`config.mk`:
```
export PLATFORM = sky130hd
export DESIGN_NAME = gcd_isqrt_cell
export DESIGN_NICKNAME = d
export VERILOG_FILES = /design/src/rtl/core/gcd_pkg.sv /design/src/rtl/core/gcd_isqrt_cell.sv
export SDC_FILE = /design/constraint.sdc
export NUM_CORES = 1
export LEC_CHECK = 0
export CAP_MARGIN = 25
export CORE_ASPECT_RATIO = 0.9
export CORE_MARGIN = 5
export CORE_UTILIZATION = 51
export CTS_CLUSTER_DIAMETER = 80
export DETAILED_ROUTE_END_ITERATION = 12
export DONT_BUFFER_PORTS = 1
export PLACE_DENSITY = 0.69
export SLEW_MARGIN = 40
export SYNTH_ARGS = -nofsm -noshare
export SYNTH_HDL_FRONTEND = slang
export SYNTH_SLANG_ARGS = --single-unit
```
`constraint.sdc`:
```
create_clock -name clock -period 3.85 [get_ports clock]
set_clock_uncertainty 0.1 [all_clocks]
set_input_delay 0.77 -clock clock [delete_from_list [all_inputs] [get_ports clock]]
set_output_delay 0.77 -clock clock [all_outputs]
set_load 0.01 [all_outputs]
```
`src/rtl/core/gcd_pkg.sv`:
```
package gcd_pkg;

   // default parameter values
   localparam int ANGLE_FRACTION_BITS_DEF = 20;
   localparam int CORDIC_STAGES_DEF       = 24;

   // field widths
   localparam int LAT_W    = 28;
   localparam int LON_W    = 29;
   localparam int RADIUS_W = 24;
   localparam int DIST_W   = 26;

   // datapath widths
   localparam int WORD_W   = 34;   // angles, cordic x/y/z, degree arithmetic
   localparam int MAG_W    = 31;   // degree magnitude, acos argument magnitude
   localparam int Q_W      = 32;   // sine/cosine handed to the multipliers
   localparam int SQ_W     = 62;   // square root remainder and root
   localparam int SQ_STEPS = 31;   // one root bit per step

   // Q30 constants
   localparam logic [31:0] GAIN_INV = 32'h26DD3B6A;
   localparam logic [31:0] QPI      = 32'h3243F6A8;
   localparam logic signed [WORD_W-1:0] PI_Q30 = WORD_W'(64'd4 * 64'(QPI));
   localparam logic signed [WORD_W-1:0] ONE_Q30 = WORD_W'(64'd1 << 30);

   // floor(2^37 / 45), reciprocal for the degree to radian divide
   localparam logic [31:0] RECIP_45 = 32'hB60B60B6;

   localparam logic [RADIUS_W-1:0] RADIUS_RESET = 24'd6371000;

   // arctangent of 2^-i in Q30
   localparam logic [31:0] ATAN_TAB [32] = '{
      32'h3243F6A8, 32'h1DAC6705, 32'h0FADBAFC, 32'h07F56EA6, 32'h03FEAB76, 32'h01FFD55B,
      32'h00FFFAAA, 32'h007FFF55, 32'h003FFFEA, 32'h001FFFFD, 32'h000FFFFF, 32'h0007FFFF,
      32'h0003FFFF, 32'h0001FFFF, 32'h0000FFFF, 32'h00007FFF, 32'h00003FFF, 32'h00001FFF,
      32'h00000FFF, 32'h000007FF, 32'h000003FF, 32'h000001FF, 32'h000000FF, 32'h0000007F,
      32'h0000003F, 32'h0000001F, 32'h0000000F, 32'h00000008, 32'h00000004, 32'h00000002,
      32'h00000001, 32'h00000000
   };

   // sideband that travels with each item down the pipeline
   typedef struct packed {
      logic             rep;
      logic             flip;
      logic             sat;
      logic             neg;
      logic [MAG_W-1:0] mag;
   } side_type;

endpackage

```
`src/rtl/core/gcd_isqrt_cell.sv`:
```
module gcd_isqrt_cell #(
   parameter int IDX = 0
) (
   input  logic                       clock,
   input  logic                       en,
   input  logic [gcd_pkg::SQ_W-1:0]   src_u,
   input  logic [gcd_pkg::SQ_W-1:0]   src_r,
   output logic [gcd_pkg::SQ_W-1:0]   dst_u,
   output logic [gcd_pkg::SQ_W-1:0]   dst_r
);
   import gcd_pkg::*;

   localparam logic [SQ_W-1:0] BIT = SQ_W'(1) << (60 - 2 * IDX);

   logic [SQ_W-1:0] u_ff, r_ff, u_in, r_in, trial;

   // one root bit: subtract the trial square when it fits
   always_comb begin
      trial = src_r + BIT;
      if (src_u >= trial) begin
         u_in = src_u - trial;
         r_in = (src_r >> 1) + BIT;
      end else begin
         u_in = src_u;
         r_in = src_r >> 1;
      end
   end

   always_ff @(posedge clock) begin
      if (en) begin
         u_ff <= u_in;
         r_ff <= r_in;
      end
   end

   assign dst_u = u_ff;
   assign dst_r = r_ff;

endmodule

```
==> flow_summary_export.csv <==
group,metric,value,unit
timing,layout_min_cycle_time,3.47,ns
route,routed_wl,22.3,mm
placed_design,dp_hpwl,17.3,mm
placed_design,gp_congestion,0.919,
min_path,hold-path-cell-count,0,
die,die_w,146,µm
global_route,grt_remaining_overflow,0,
timing,min_period_over_period,0.902,
cts,htreeDepth,4,
synth,yosys.area.top_type_share,0.437,
worst_setup_path,cp.arrival,3.55,ns
min_path,hp-class,"input pin to flip-flop",
placed_design,port_buffers,0,
route,firstDrtPassIters,5,
worst_setup_path,cp.required,3.92,ns
synth,synthArstFlopShare,0,
cts,cts_buffer_depth,2,
synth,ys_ff_latch,124,
synth,synth_area,8510,µm²
timing,tightest_slew,0.548,ns
synth,syn_inst,877,
timing,tns,0,ns
timing,drv_slew,0,
route,ant_nets,0,
cts,cts_root_buf,"clkbuf_16",
synth,ys_types,66,
die,die_area,19400,µm²
finish,syn_to_final_growth,12.9,%
cts,cts_resized,0,
synth,synth.area.top_cells,"edfxtp_1 (44%), ha_1 (9.1%), a21oi_1 (7.5%), nor2_1 (3.8%), xnor2_1 (3.7%)",
power_and_ir_drop,vdd_drop_max,0.000287,V
global_route,grt_max_degree,125,
worst_setup_path,end_kind,"flip-flop",
cts,numCtsBuffers,17,
finish,finish.instance_area,9610,µm²
route,remaining_drc_errors,0,
global_route,antenna_found_initial,0,
worst_setup_path,startpoint_type,"input pin",
route,wl_per_cell,19.6,µm
worst_setup_path,timing.critical_path.from,"src_u[0]",
cts,cts.sinks,124,
synth,synth-edff-count,124,
synth,synthesis.area_per_instance,9.71,µm²
placed_design,place_area,9030,µm²
route,vias_per_cell,5.91,
power_and_ir_drop,power,4.47,mW
synth,ys_seq_area_frac,0.437,
die,die_h,133,µm
die,core_region_area,16200,µm²
synth,yosysMostFrequentCell,"a21oi_1",
worst_setup_path,critPathKind,"input pin to flip-flop",
timing,rsz0062_at_grt,"no",
synth,synth_top_cell_by_area,"edfxtp_1",
route,dr.first_iter.drc_count,560,
global_route,track_usage,0.224,
global_route,grt_pass1_wl,34.8,mm
die,rows,44,
finish,drive_above_1_share,0.124,
cts,clk_pin_slew,0.06,ns
cts,cts_tree,"yes",
power_and_ir_drop,power.leakage,3.97,nW
route,vias,6727,
global_route,grt_pass1_vias,6515,
timing,relSlewSlack,0.635,
finish,finalNetCount,1107,
synth,yosysWarnings,0,
power_and_ir_drop,power_density,465,nW/µm²
flow_run,max-cap-violations,0,
die,pin_count,250,
timing,hold_viol,0,
synth,ys.flop_type,"edfxtp_1",
finish,n_antenna_cell,0,
synth,ys_top_cells_by_count,"a21oi_1 (127), edfxtp_1 (124), nor2_1 (86)",
run_status,status,"finished clean",
synth,synth_nets,1066,
timing,finalSetupViolCount,0,
worst_setup_path,crit_fanout,3,
cts,ctsHoldBuffers,0,
die,initial_core_util,0.524,
worst_setup_path,endpoint,"dst_u[60]",
timing,timing.fmax,288,MHz
cts,post_cts.repair.setup_buffers,0,
-- kinds of logic (layout without fill, tap and decap cells) --
| family | after synthesis | count (layout) | share of synthesized area |
|---|---|---|---|
| simple gates | 242 | 242 | 0.130 |
| buf+inv | 105 | 159 | 0.0532 |
| xor+xnor | 57 | 57 | 0.0586 |
| compound gates | 268 | 268 | 0.196 |
| mux | 18 | 18 | 0.0312 |
| flops | 124 | 124 | 0.437 |
| fa+ha+maj | 63 | 63 | 0.0935 |
-- power breakdown --
part	internal, mW	switching [mW]
combinational	0.452	0.557
sequential	1.70	0.151
clock	1.01	0.597
total	3.17	1.31
-- worst max-delay path, stage by stage --
cell	delay (ns)
inv_1	0.04
ha_1	0.16
inv_1	0.06
fa_1	0.40
a211oi_2	0.22
o21ai_2	0.10
buf_4	0.15
a21oi_1	0.20
buf_4	0.18
o41ai_1	0.08
a211oi_2	0.27
a31oi_1	0.18
a31o_1	0.29
a21oi_1	0.19
xor2_1	0.18
a21oi_1	0.08
-- cell usage in the layout, fill, tap and decap left out, types with 5 or more instances in the layout --
master	instances
o21ai_1	11
clkinv_2	5
xor2_1	21
o21bai_1	11
edfxtp_1	124
nor2b_1	7
o21a_1	7
ha_1	62
mux2_4	17
o211ai_1	8
a211oi_1	5
o21ai_0	29
a21o_1	24
or2_2	5
clkbuf_16	17
nor3_1	10
buf_4	47
inv_1	77
nand2_1	70
a31oi_1	7
nand4_1	15
nand3_1	20
nor2_1	86
xnor2_1	36
and3_1	10
a21oi_1	127
-- stage by stage --
step	std cells	util	setup slack [ns]	hold slack, ns
2_1_floorplan	877	-	0.0934	0.769
3_3_place_gp	1106	0.556	0.0296	0.769
3_5_place_dp	1106	0.556	-0.0170	0.769
4_1_cts	1138	0.592	0.413	0.325
5_1_grt	1138	0.592	0.186	0.322
6_report	1138	0.592	0.378	0.341
-- worst min path at each step --
stage                         start        end
after floorplan            src_r[1]   dst_r[0]
after global placement    src_r[20]  dst_r[19]
after detailed placement  src_r[20]  dst_r[19]
after CTS                 src_r[23]  dst_r[22]
after global routing      src_r[18]  dst_r[17]
final                     src_r[23]  dst_r[22]
-- registers in the layout, indices dropped and copies added, names as in the netlist --
| signal | cells |
|---|---|
| dst_r | 62 |
| dst_u | 62 |
-- metal layers --
metal | track usage | share of wire
met1 | 0.305 | 0.43
met5 | 0 | 0
met2 | 0.332 | 0.44
met3 | 0.0814 | 0.11
met4 | 0.0784 | 0.022
-- area by class of cell --
cell class	instances	area, µm²
inverters	77	289
flip-flops and latches	124	3720
well taps	207	259
clock buffers	20	437
clock inverters	12	148
repair buffers	50	413
multi-input cells	648	4340
fillers	1380	6630
(Power assumes the default switching activity.)
