===== config.mk =====
export PLATFORM = sky130hd
export DESIGN_NAME = gcd_cordic_cell
export DESIGN_NICKNAME = d
export VERILOG_FILES = /design/src/rtl/core/gcd_pkg.sv /design/src/rtl/core/gcd_cordic_cell.sv
export SDC_FILE = /design/constraint.sdc
export NUM_CORES = 1
export LEC_CHECK = 0
export ABC_CLOCK_PERIOD_IN_PS = 4300
export BUFFER_PORTS_ARGS = -buffer_cell sky130_fd_sc_hd__buf_2
export CORE_MARGIN = 1
export CORE_UTILIZATION = 51
export DETAILED_ROUTE_END_ITERATION = 10
export PLACE_DENSITY = 0.75
export SYNTH_ARGS = -nofsm -noshare
export SYNTH_HDL_FRONTEND = slang
export SYNTH_SLANG_ARGS = --single-unit

===== constraint.sdc =====
create_clock -name clock -period 4.3 [get_ports clock]
set_input_delay 0.215 -clock clock [delete_from_list [all_inputs] [get_ports clock]]
set_output_delay 0.215 -clock clock [all_outputs]
set_load 0.02 [all_outputs]

===== src/rtl/core/gcd_pkg.sv =====
package gcd_pkg;

   // default parameter values
   localparam int ANGLE_FRACTION_BITS_DEF = 20;
   localparam int CORDIC_STAGES_DEF       = 24;

   // field widths
   localparam int LAT_W    = 28;
   localparam int LON_W    = 29;
   localparam int RADIUS_W = 24;
   localparam int DIST_W   = 26;

   // datapath widths
   localparam int WORD_W   = 34;   // angles, cordic x/y/z, degree arithmetic
   localparam int MAG_W    = 31;   // degree magnitude, acos argument magnitude
   localparam int Q_W      = 32;   // sine/cosine handed to the multipliers
   localparam int SQ_W     = 62;   // square root remainder and root
   localparam int SQ_STEPS = 31;   // one root bit per step

   // Q30 constants
   localparam logic [31:0] GAIN_INV = 32'h26DD3B6A;
   localparam logic [31:0] QPI      = 32'h3243F6A8;
   localparam logic signed [WORD_W-1:0] PI_Q30 = WORD_W'(64'd4 * 64'(QPI));
   localparam logic signed [WORD_W-1:0] ONE_Q30 = WORD_W'(64'd1 << 30);

   // floor(2^37 / 45), reciprocal for the degree to radian divide
   localparam logic [31:0] RECIP_45 = 32'hB60B60B6;

   localparam logic [RADIUS_W-1:0] RADIUS_RESET = 24'd6371000;

   // arctangent of 2^-i in Q30
   localparam logic [31:0] ATAN_TAB [32] = '{
      32'h3243F6A8, 32'h1DAC6705, 32'h0FADBAFC, 32'h07F56EA6, 32'h03FEAB76, 32'h01FFD55B,
      32'h00FFFAAA, 32'h007FFF55, 32'h003FFFEA, 32'h001FFFFD, 32'h000FFFFF, 32'h0007FFFF,
      32'h0003FFFF, 32'h0001FFFF, 32'h0000FFFF, 32'h00007FFF, 32'h00003FFF, 32'h00001FFF,
      32'h00000FFF, 32'h000007FF, 32'h000003FF, 32'h000001FF, 32'h000000FF, 32'h0000007F,
      32'h0000003F, 32'h0000001F, 32'h0000000F, 32'h00000008, 32'h00000004, 32'h00000002,
      32'h00000001, 32'h00000000
   };

   // sideband that travels with each item down the pipeline
   typedef struct packed {
      logic             rep;
      logic             flip;
      logic             sat;
      logic             neg;
      logic [MAG_W-1:0] mag;
   } side_type;

endpackage


===== src/rtl/core/gcd_cordic_cell.sv =====
module gcd_cordic_cell #(
   parameter int IDX    = 0,
   parameter bit VECTOR = 1'b0
) (
   input  logic                              clock,
   input  logic                              en,
   input  logic signed [gcd_pkg::WORD_W-1:0] src_x,
   input  logic signed [gcd_pkg::WORD_W-1:0] src_y,
   input  logic signed [gcd_pkg::WORD_W-1:0] src_z,
   output logic signed [gcd_pkg::WORD_W-1:0] dst_x,
   output logic signed [gcd_pkg::WORD_W-1:0] dst_y,
   output logic signed [gcd_pkg::WORD_W-1:0] dst_z
);
   import gcd_pkg::*;

   localparam logic signed [WORD_W-1:0] STEP = WORD_W'(ATAN_TAB[IDX]);

   logic signed [WORD_W-1:0] x_ff, y_ff, z_ff, x_in, y_in, z_in;
   logic turn_pos;

   // rotation steers by the residual angle, vectoring by the sign of y
   always_comb begin
      turn_pos = VECTOR ? src_y[WORD_W-1] : !src_z[WORD_W-1];
      if (turn_pos) begin
         x_in = src_x - (src_y >>> IDX);
         y_in = src_y + (src_x >>> IDX);
         z_in = src_z - STEP;
      end else begin
         x_in = src_x + (src_y >>> IDX);
         y_in = src_y - (src_x >>> IDX);
         z_in = src_z + STEP;
      end
   end

   always_ff @(posedge clock) begin
      if (en) begin
         x_ff <= x_in;
         y_ff <= y_in;
         z_ff <= z_in;
      end
   end

   assign dst_x = x_ff;
   assign dst_y = y_ff;
   assign dst_z = z_ff;

endmodule


==> impl_metrics.toml <==
[run_status]
status = "complete, no violations"

[synthesis]
number_of_warning_messages_in_the_yosys_log = 0
syn-mean-instance-area_sq_um = 8.58
number_of_enable_flip_flop_cells_after_synthesis = 101
syn-num-nets = 1454
synthCells = 1217
synth.ff_latch_count = 101
fraction_of_the_yosys_area_taken_by_sequential_cells = 0.290
yosys_most_used_dff = "sky130_fd_sc_hd__edfxtp_1"
yosys.cell_types.count = 68
post_synth_instance_area_sq_um = 10400
synth_async_reset_ratio = 0

[clock_network]
cts_inserted_buffers = 9
cts_repair_resize_count = 0
cts_tree = "yes"
cts_hold_buf = 0
clkTransAtPathRegs_ns = 0.07
clock-sinks = 101
cts-htree-levels = 3
cts.path.max_buffers = 2
post_cts_buffers = 0
ctsRootBufferMaster = "sky130_fd_sc_hd__clkbuf_16"

[placed_design]
postPlaceCellArea_sq_um = 11700
numPortBuffers = 205
detailedPlace.worstSlack_ns = 0.921
hpwlAfterDp_um = 25200
routabilityCongestion = 0.991

[global_routing]
grt.met1_usage = 0.441
globalRouteMet3Util = 0.0324
globalRouteMet2Util = 0.446
first_global_vias = 9084
overflow_after_grt = 0
globalRouteTotalUtil = 0.294
antenna_found_initial = 0
largest_net_degree_at_the_start_of_global_routing = 112
wire_length_of_the_first_global_routing_pass_um = 49500
grt_busiest_layer = "met2"

[worst_setup_path]
crit_arrival_ns = 3.13
kind_of_critical_path = "input port to flop"
cp.required_ns = 4.38
type_of_destination_of_the_critical_path = "flop"
start_kind = "input port"
crit_path_max_fanout = 16

[layout]
ratio_of_cells_with_drive_above_1_in_the_final_layout = 0.179
seqCellArea_sq_um = 3030
antennaDiodeCount = 0
postLayoutCellArea_sq_um = 12000
filler_cell_count = 1794
layout.nets = 1634
areaGrowthSynthToFinish_pct = 14.9
area_taken_by_multi_input_logic_gates_sq_um = 6790

[floorplan]
design.core.area_sq_um = 19800
rows = 51
start_util = 0.528
die_width_um = 145
area_of_the_die_sq_um = 21100
chipHeight_um = 145
io_pins = 206

[timing]
maxSlewViolCount = 0
max_slew_margin = 0.414
layout_min_cycle_time_ns = 3.05
rsz0062_at_grt = "no"
finalWorstSetupSlack_ns = 1.25
finalHoldViolations = 0
final.setup.tns_ns = 0
hold_ws_ns = 0.0369
setup_viol_count_final = 0
worstMarginPinSlew_ns = 0.879
fmax_mhz = 327
period_share = 0.710

[pwr]
vdd.ir_drop.worst_mv = 0.183
powerDensity_nw_per_um2 = 315
total_chip_power_w = 0.00378
total_leakage_power_nw = 5.42

[detailed_routing]
ant_nets = 0
total_via_count_after_detailed_routing = 10100
totalWireLength_um = 31600
detailedRoute.firstPassIterationCount = 6
viasPerCell = 6.04
route.detailed.drc = 0
route.detailed.wl_per_inst_um = 18.9
drt_first_iter_violations = 956

[job]
drv.max_cap_violation_count = 0

[worst_hold_path]
class_of_the_tightest_hold_or_removal_check = "input port to flop"
==> synthesized netlist by cell type, drive strengths merged, types with 3 or more instances <==
cell | number | area, sq um
ha | 129 | 1610
a21oi | 122 | 611
inv | 114 | 428
edfxtp | 101 | 3030
nor2 | 92 | 345
o21ai | 73 | 369
xnor2 | 69 | 604
nand2 | 68 | 255
a21o | 39 | 293
clkbuf | 33 | 124
nor3 | 26 | 135
o211ai | 22 | 170
xor2 | 20 | 175
a211oi | 17 | 140
a31oi | 17 | 106
nand2b | 17 | 106
o21a | 16 | 120
o31ai | 16 | 120
buf | 15 | 61.3
nand3 | 15 | 75.1
o21bai | 15 | 113
nor2b | 14 | 87.6
or3 | 14 | 87.6
nand4 | 12 | 75.1
mux2i | 11 | 110
a221oi | 10 | 93.8
and2 | 10 | 62.6
o311ai | 10 | 87.6
and3 | 9 | 56.3
nor4 | 9 | 56.3
a211o | 7 | 61.3
or2 | 7 | 43.8
o22ai | 6 | 37.5
or4 | 6 | 45.0
a21boi | 5 | 37.5
o2111ai | 5 | 43.8
o221ai | 5 | 43.8
fa | 4 | 80.1
o311a | 4 | 40.0
o41ai | 4 | 35.0
a2111oi | 3 | 26.3
==> power breakdown <==
group          switching [W]  internal (W)  total (W)
logic                0.00105      0.000587    0.00164
clock network       0.000384      0.000399   0.000783
registers          0.0000476       0.00131    0.00135
total                0.00148       0.00229    0.00378
==> sequential cells by signal, indices dropped and copies added, names as in the netlist <==
| register | flops |
|---|---|
| dst_z | 34 |
| dst_x | 34 |
| dst_y | 33 |
==> path summary, 6_finish.rpt <==
check,cells past startpoint,end,slack (ns),from
worst max-delay path,11,dst_y[29]$_DFFE_PP_,1.25,src_x[19]
worst min-delay path,1,dst_z[1]$_DFFE_PP_,0.04,src_z[1]
==> critical path: stages <==
cell,delay [ns]
sky130_fd_sc_hd__buf_2,0.10
sky130_fd_sc_hd__inv_1,0.04
sky130_fd_sc_hd__ha_1,0.49
sky130_fd_sc_hd__or4_1,0.60
sky130_fd_sc_hd__or3_1,0.36
sky130_fd_sc_hd__nor3_2,0.23
sky130_fd_sc_hd__o211ai_2,0.20
sky130_fd_sc_hd__a211oi_4,0.38
sky130_fd_sc_hd__o21ai_2,0.11
sky130_fd_sc_hd__a221oi_2,0.29
sky130_fd_sc_hd__xnor2_1,0.11
==> cell type report <==
type,instances,area share
clock buffer,10,0.0191
clock inverter,6,0.00386
inverter,115,0.0360
multi-input combinational,953,0.566
sequential,101,0.253
tap,265,0.0276
timing repair buffer,217,0.0945
==> stage by stage <==
step | cells | utilization
after CTS | 1667 | 0.607
after global placement | 1651 | 0.593
after floorplan | 1217 | -
final | 1667 | 0.607
after detailed placement | 1651 | 0.593
after global routing | 1667 | 0.607
==> routing by layer <==
metal	up-vias	routed length, um
met5	-	0
met4	0	665
met3	50	2550
met2	582	13600
met1	4629	14700
li1	4804	-
==> cells by family after synthesis <==
kind of cell             synth area share
AO/OA/AOI/OAI                       0.261
XOR/XNOR                           0.0746
adder cells (fa/ha/maj)             0.162
buffers and inverters              0.0591
flip-flops                          0.290
multiplexers                       0.0116
AND/OR/NAND/NOR                     0.141
==> cells in the final DEF, fill, tap and decap left out, drive strengths merged, types with 7 or more instances in the layout <==
master	count
mux2i	11
ha	129
a211o	7
o211ai	22
a21oi	122
a221oi	10
nand3	15
or2	7
nand2	68
nand2b	17
nor3	26
and2	10
buf	217
o21a	16
a21o	39
nor4	9
inv	116
and3	9
xor2	20
nor2b	14
a211oi	17
o31ai	16
or3	14
clkbuf	10
o311ai	10
o21ai	73
o21bai	15
xnor2	69
nand4	12
a31oi	17
edfxtp	101
nor2	92
Power figures use the tool's default switching activity.
