## src/rtl/core/gcd_pkg.sv

```systemverilog
package gcd_pkg;

   // default parameter values
   localparam int ANGLE_FRACTION_BITS_DEF = 20;
   localparam int CORDIC_STAGES_DEF       = 24;

   // field widths
   localparam int LAT_W    = 28;
   localparam int LON_W    = 29;
   localparam int RADIUS_W = 24;
   localparam int DIST_W   = 26;

   // datapath widths
   localparam int WORD_W   = 34;   // angles, cordic x/y/z, degree arithmetic
   localparam int MAG_W    = 31;   // degree magnitude, acos argument magnitude
   localparam int Q_W      = 32;   // sine/cosine handed to the multipliers
   localparam int SQ_W     = 62;   // square root remainder and root
   localparam int SQ_STEPS = 31;   // one root bit per step

   // Q30 constants
   localparam logic [31:0] GAIN_INV = 32'h26DD3B6A;
   localparam logic [31:0] QPI      = 32'h3243F6A8;
   localparam logic signed [WORD_W-1:0] PI_Q30 = WORD_W'(64'd4 * 64'(QPI));
   localparam logic signed [WORD_W-1:0] ONE_Q30 = WORD_W'(64'd1 << 30);

   // floor(2^37 / 45), reciprocal for the degree to radian divide
   localparam logic [31:0] RECIP_45 = 32'hB60B60B6;

   localparam logic [RADIUS_W-1:0] RADIUS_RESET = 24'd6371000;

   // arctangent of 2^-i in Q30
   localparam logic [31:0] ATAN_TAB [32] = '{
      32'h3243F6A8, 32'h1DAC6705, 32'h0FADBAFC, 32'h07F56EA6, 32'h03FEAB76, 32'h01FFD55B,
      32'h00FFFAAA, 32'h007FFF55, 32'h003FFFEA, 32'h001FFFFD, 32'h000FFFFF, 32'h0007FFFF,
      32'h0003FFFF, 32'h0001FFFF, 32'h0000FFFF, 32'h00007FFF, 32'h00003FFF, 32'h00001FFF,
      32'h00000FFF, 32'h000007FF, 32'h000003FF, 32'h000001FF, 32'h000000FF, 32'h0000007F,
      32'h0000003F, 32'h0000001F, 32'h0000000F, 32'h00000008, 32'h00000004, 32'h00000002,
      32'h00000001, 32'h00000000
   };

   // sideband that travels with each item down the pipeline
   typedef struct packed {
      logic             rep;
      logic             flip;
      logic             sat;
      logic             neg;
      logic [MAG_W-1:0] mag;
   } side_type;

endpackage

```

## src/rtl/core/gcd_deg2rad.sv

```systemverilog
module gcd_deg2rad #(
   parameter int ANGLE_FRACTION_BITS = gcd_pkg::ANGLE_FRACTION_BITS_DEF
) (
   input  logic                                clock,
   input  logic                                en,
   input  logic [gcd_pkg::MAG_W-1:0]           mag,
   input  logic                                neg,
   output logic signed [gcd_pkg::WORD_W-1:0]   rad
);
   import gcd_pkg::*;

   localparam int P_W = MAG_W + 30;
   localparam int T_W = 37;
   localparam logic [P_W-1:0] HALF_DEN = P_W'(45) << (ANGLE_FRACTION_BITS - 1);

   logic [P_W-1:0]  p_ff, p_in;
   logic [T_W-1:0]  t_ff, t_in;
   logic [T_W-1:0]  t3_ff;
   logic [63:0]     prod_ff, prod_in;
   logic [31:0]     q0_ff, q0_in;
   logic [7:0]      r_ff, r_in;
   logic [4:1]      neg_ff;
   logic signed [WORD_W-1:0] rad_ff, rad_in;
   logic [P_W-1:0]  sum;
   logic [T_W-1:0]  back;
   logic [31:0]     q;

   // scale by pi/4, round, then divide by 45 through a reciprocal with a fix-up
   always_comb begin
      p_in    = P_W'(mag) * P_W'(QPI);
      sum     = p_ff + HALF_DEN;
      t_in    = T_W'(sum >> ANGLE_FRACTION_BITS);
      prod_in = {32'b0, t_ff[T_W-1:5]} * {32'b0, RECIP_45};
      q0_in   = prod_ff[63:32];
      back    = t3_ff - T_W'(q0_in) * T_W'(45);
      r_in    = back[7:0];
      if (r_ff >= 8'd90) begin
         q = q0_ff + 32'd2;
      end else if (r_ff >= 8'd45) begin
         q = q0_ff + 32'd1;
      end else begin
         q = q0_ff;
      end
      rad_in = neg_ff[4] ? -WORD_W'(q) : WORD_W'(q);
   end

   always_ff @(posedge clock) begin
      if (en) begin
         p_ff    <= p_in;
         t_ff    <= t_in;
         prod_ff <= prod_in;
         t3_ff   <= t_ff;
         q0_ff   <= q0_in;
         r_ff    <= r_in;
         rad_ff  <= rad_in;
         neg_ff  <= {neg_ff[3:1], neg};
      end
   end

   assign rad = rad_ff;

endmodule

```

## config.mk

```make
export PLATFORM = sky130hd
export DESIGN_NAME = gcd_deg2rad
export DESIGN_NICKNAME = d
export VERILOG_FILES = /design/src/rtl/core/gcd_pkg.sv /design/src/rtl/core/gcd_deg2rad.sv
export SDC_FILE = /design/constraint.sdc
export NUM_CORES = 2
export LEC_CHECK = 0
export BUFFER_PORTS_ARGS = -buffer_cell sky130_fd_sc_hd__buf_2
export CORE_ASPECT_RATIO = 1.2
export CORE_UTILIZATION = 30
export CTS_BUF_LIST = sky130_fd_sc_hd__clkbuf_4 sky130_fd_sc_hd__clkbuf_8
export DETAILED_ROUTE_END_ITERATION = 8
export PLACE_DENSITY_LB_ADDON = 0.08
export SYNTH_ARGS = -nofsm -noshare
export SYNTH_HDL_FRONTEND = slang
export SYNTH_SLANG_ARGS = --single-unit
```

## constraint.sdc

```tcl
create_clock -name clock -period 7.64 [get_ports clock]
set_input_delay 0.382 -clock clock [delete_from_list [all_inputs] [get_ports clock]]
set_output_delay 0.382 -clock clock [all_outputs]
set_load 0.01 [all_outputs]
```

==> results.md <==
## Setup path
- **Worst Path Max Fanout** 4
- **cell with the largest stage delay on the worst path** sky130_fd_sc_hd__fa_2
- **class of the most critical setup path** flip-flop to flip-flop
- **slack of the worst reg-to-reg path** 0.25 ns
- **Critical Path Start Type** flip-flop
- **dominant cell type by count on the critical path** sky130_fd_sc_hd__fa_1
- **critical path capture point type** flip-flop
- **max incr delay on CP** 0.55 ns
- **arrival time reported for the critical path endpoint** 7.72 ns
- **Data required, critical path** 7.97 ns

## CTS
- **worst skew pair latency** 0.60 ns
- **Num CTS Buffers** 17
- **number of levels the H-tree was split into** 4
- **clock input transition at the sequential cells of the worst setup and hold paths** 0.12 ns
- **Clock Sinks** 193
- **CTS tree** yes
- **worst-case clock buffer depth** 2
- **clock root buffer** sky130_fd_sc_hd__clkbuf_8

## GRT
- **largest net degree at the start of global routing** 71
- **all-layer global routing usage** 18.0%
- **via count of the first global-routing pass** 26.0k
- **Remaining Overflow, GRT** 0
- **global-route wire length before repair** 163,000 microns
- **initial antenna violation count** 1

## STA
- **Final Skew** 0.0355 ns
- **final slew viol count** 0
- **maximum clock frequency** 0.135 GHz
- **slew at the pin closest to its max-slew limit** 0.918 ns
- **Final min period** 7.39 ns
- **Slew HR** 37.8%
- **RSZ-0062 raised after global routing** false
- **Final setup viols** 0
- **part of the cycle the worst path needs** 96.7%
- **hold violation total from the final report** 0

## Route
- **total via count in the routed design** 23.1k
- **met1 wire length** 43,200 microns
- **average vias per placed instance** 4.40
- **DR top layer** met4
- **drt wl/cell** 20.7 microns
- **amount of wire on met3 after detailed routing** 1160 microns
- **drt pass-1 iters** 5
- **Met2 Routed Length** 61,900 microns
- **# DRC** 0
- **total wirelength of the detailed-routed design** 109,000 microns
- **first-iteration detailed-routing DRC count** 937
- **number of nets still failing antenna checks after routing** 0

## Synthesis
- **simple-gate area share of the yosys netlist** 5.21%
- **commonest cells in the synthesized netlist** 1,000 x sky130_fd_sc_hd__inv_1, 660 x sky130_fd_sc_hd__fa_1, 641 x sky130_fd_sc_hd__ha_1
- **main combinational cell family by area after synthesis** adder cells
- **most frequent cell after synthesis** sky130_fd_sc_hd__inv_1
- **fraction of the yosys area taken by sequential cells** 15.7%
- **area share of the largest cell type after synthesis** 35.8%
- **adder and majority gate portion of the synthesized area** 57.5%
- **most area-hungry cell type in the Yosys netlist** sky130_fd_sc_hd__fa_1
- **synthesized flop and latch total** 193
- **syn avg cell area** 10.7 sq um
- **post-synthesis instance total** 3,438
- **most used flip-flop cell after synthesis** sky130_fd_sc_hd__edfxtp_1
- **ranking of synthesized cells by area** sky130_fd_sc_hd__fa_1 36%, sky130_fd_sc_hd__ha_1 22%, sky130_fd_sc_hd__edfxtp_1 16%
- **number of unique standard cell types used by synthesis** 77
- **share of async-settable or async-resettable flops after synthesis** 0%
- **syn nets** 4,773
- **Synth Cell Area** 0.0369 sq mm
- **number of synthesized flops with an enable pin** 193
- **YS warnings** 0
- **compound-gate portion of the synthesized area** 5.84%
- **Post-Synth XOR/XNOR Area** 5.13%
- **multiplexer share of the synthesized area** 0.153%

## Floorplanning
- **initial standard-cell utilization of the core** 30.3%
- **total I/O pin count** 68
- **die outline width** 322 microns
- **area of the die** 0.124 sq mm
- **Core Footprint** 0.122 sq mm
- **Die Span Y** 386 microns
- **number of core rows** 140

## Cells and area
- **number of nets in the finished design** 4,947
- **Area growth, synth to finish** 10.5%
- **total non-filler cell area in the finished layout** 0.0408 sq mm
- **number of filler cells placed in the layout** 12.6k
- **layout cells sized above 1** 7.72%

## Placement
- **Post-DP HPWL** 98,400 microns
- **Final GP Congestion** 0.871
- **buffers added on ports** 67
- **total placed instance area** 0.0398 sq mm

## Run
- **# Max-Cap Violations** 0

## Status
- **outcome** finished, final reports clean

## Worst hold path
- **type of the most critical hold path** input port to flip-flop

## cell usage in the layout, fill, tap and decap left out, types with 9 or more instances in the layout
cell / instances
sky130_fd_sc_hd__nor2_1: 66
sky130_fd_sc_hd__o21bai_1: 19
sky130_fd_sc_hd__ha_4: 13
sky130_fd_sc_hd__nor3_1: 21
sky130_fd_sc_hd__nand3_1: 49
sky130_fd_sc_hd__a21o_1: 56
sky130_fd_sc_hd__ha_1: 616
sky130_fd_sc_hd__buf_4: 105
sky130_fd_sc_hd__a31oi_1: 13
sky130_fd_sc_hd__nand2_1: 93
sky130_fd_sc_hd__nand4_1: 26
sky130_fd_sc_hd__xor2_1: 88
sky130_fd_sc_hd__and3_1: 24
sky130_fd_sc_hd__buf_2: 66
sky130_fd_sc_hd__edfxtp_1: 193
sky130_fd_sc_hd__inv_1: 999
sky130_fd_sc_hd__ha_2: 12
sky130_fd_sc_hd__a21oi_1: 102
sky130_fd_sc_hd__and4_1: 9
sky130_fd_sc_hd__nor2b_1: 15
sky130_fd_sc_hd__and2_1: 21
sky130_fd_sc_hd__fa_1: 658
sky130_fd_sc_hd__o21ai_0: 53
sky130_fd_sc_hd__xnor2_1: 122
sky130_fd_sc_hd__nand2b_1: 15
sky130_fd_sc_hd__o21a_1: 11
sky130_fd_sc_hd__clkbuf_8: 18
## metrics by stage
step	hold WS [ns]	setup slack (ns)	util, %	std cells	setup TNS (ns)
after floorplan	0.400	0.414	-	3438	0
after global placement	0.402	-0.219	32.7	5203	-1.05
after detailed placement	0.405	-0.325	32.7	5203	-2.18
after CTS	0.364	0.00573	33.1	5237	0
after global routing	0.411	0.00963	33.5	5259	0
final	0.413	0.252	33.5	5259	0
## registers in the layout, indices dropped and copies added, names as in the netlist
name and count:
neg_ff 4, p_ff 38, prod_ff 32, q0_ff 32, r_ff 8, rad 34
t3_ff 8, t_ff 37
## worst max-delay path, delay by kind of cell, from the launching register on
kind,cells,cell delay (ns)
flip-flops,1,0.50
AO/OA/AOI/OAI,5,0.91
adder cells (fa/ha/maj),9,4.09
XOR/XNOR,1,0.12
AND/OR/NAND/NOR,4,0.77
buffers and inverters,7,0.72
## cell families after synthesis
logic type / Yosys count
adders and majority gates: 1301
buffers and inverters: 1021
and+or+nand+nor: 373
AOI/OAI and AO/OA: 329
xor gates and xnor gates: 216
DFF: 193
muxes: 5
## area by class of cell
class	count	area (sq um)	area share, %
inverter	1001	3760	9.21
multi-input combinational	2224	27600	67.6
clock buffer	17	234	0.574
antenna	1	2.50	0.00613
clock inverter	15	214	0.525
tap	1633	2040	5.01
timing repair buffer	175	1160	2.86
sequential	193	5800	14.2
## metal layers
metal | GRT usage [%] | up-vias
met4 | 4.83 | 0
met3 | 0.831 | 73
met1 | 20.1 | 11600
li1 | - | 11200
met2 | 36.3 | 230
met5 | 0 | -
## timing repair
item / 4_1_cts / 5_1_grt
pin swaps: 1 / 17
setup buffers: 1 / 21
gates resized for setup: 6 / 53
hold endpoints to repair: 1 / 0
hold buffers: 1 / 0
setup endpoints to repair: 13 / 14
## path summary, 6_finish.rpt
kind	endpoint	from	cells past startpoint
min reg2reg	q0_ff[30]	prod_ff[62]	0
max	prod_ff[59]	t_ff[23]	26
max reg2reg	prod_ff[59]	t_ff[23]	26
min	rad[28]	en	1
Power is left out: the tool's default activity adds up to more than one toggle a clock period on the data nets, which glitch-free logic cannot reach.
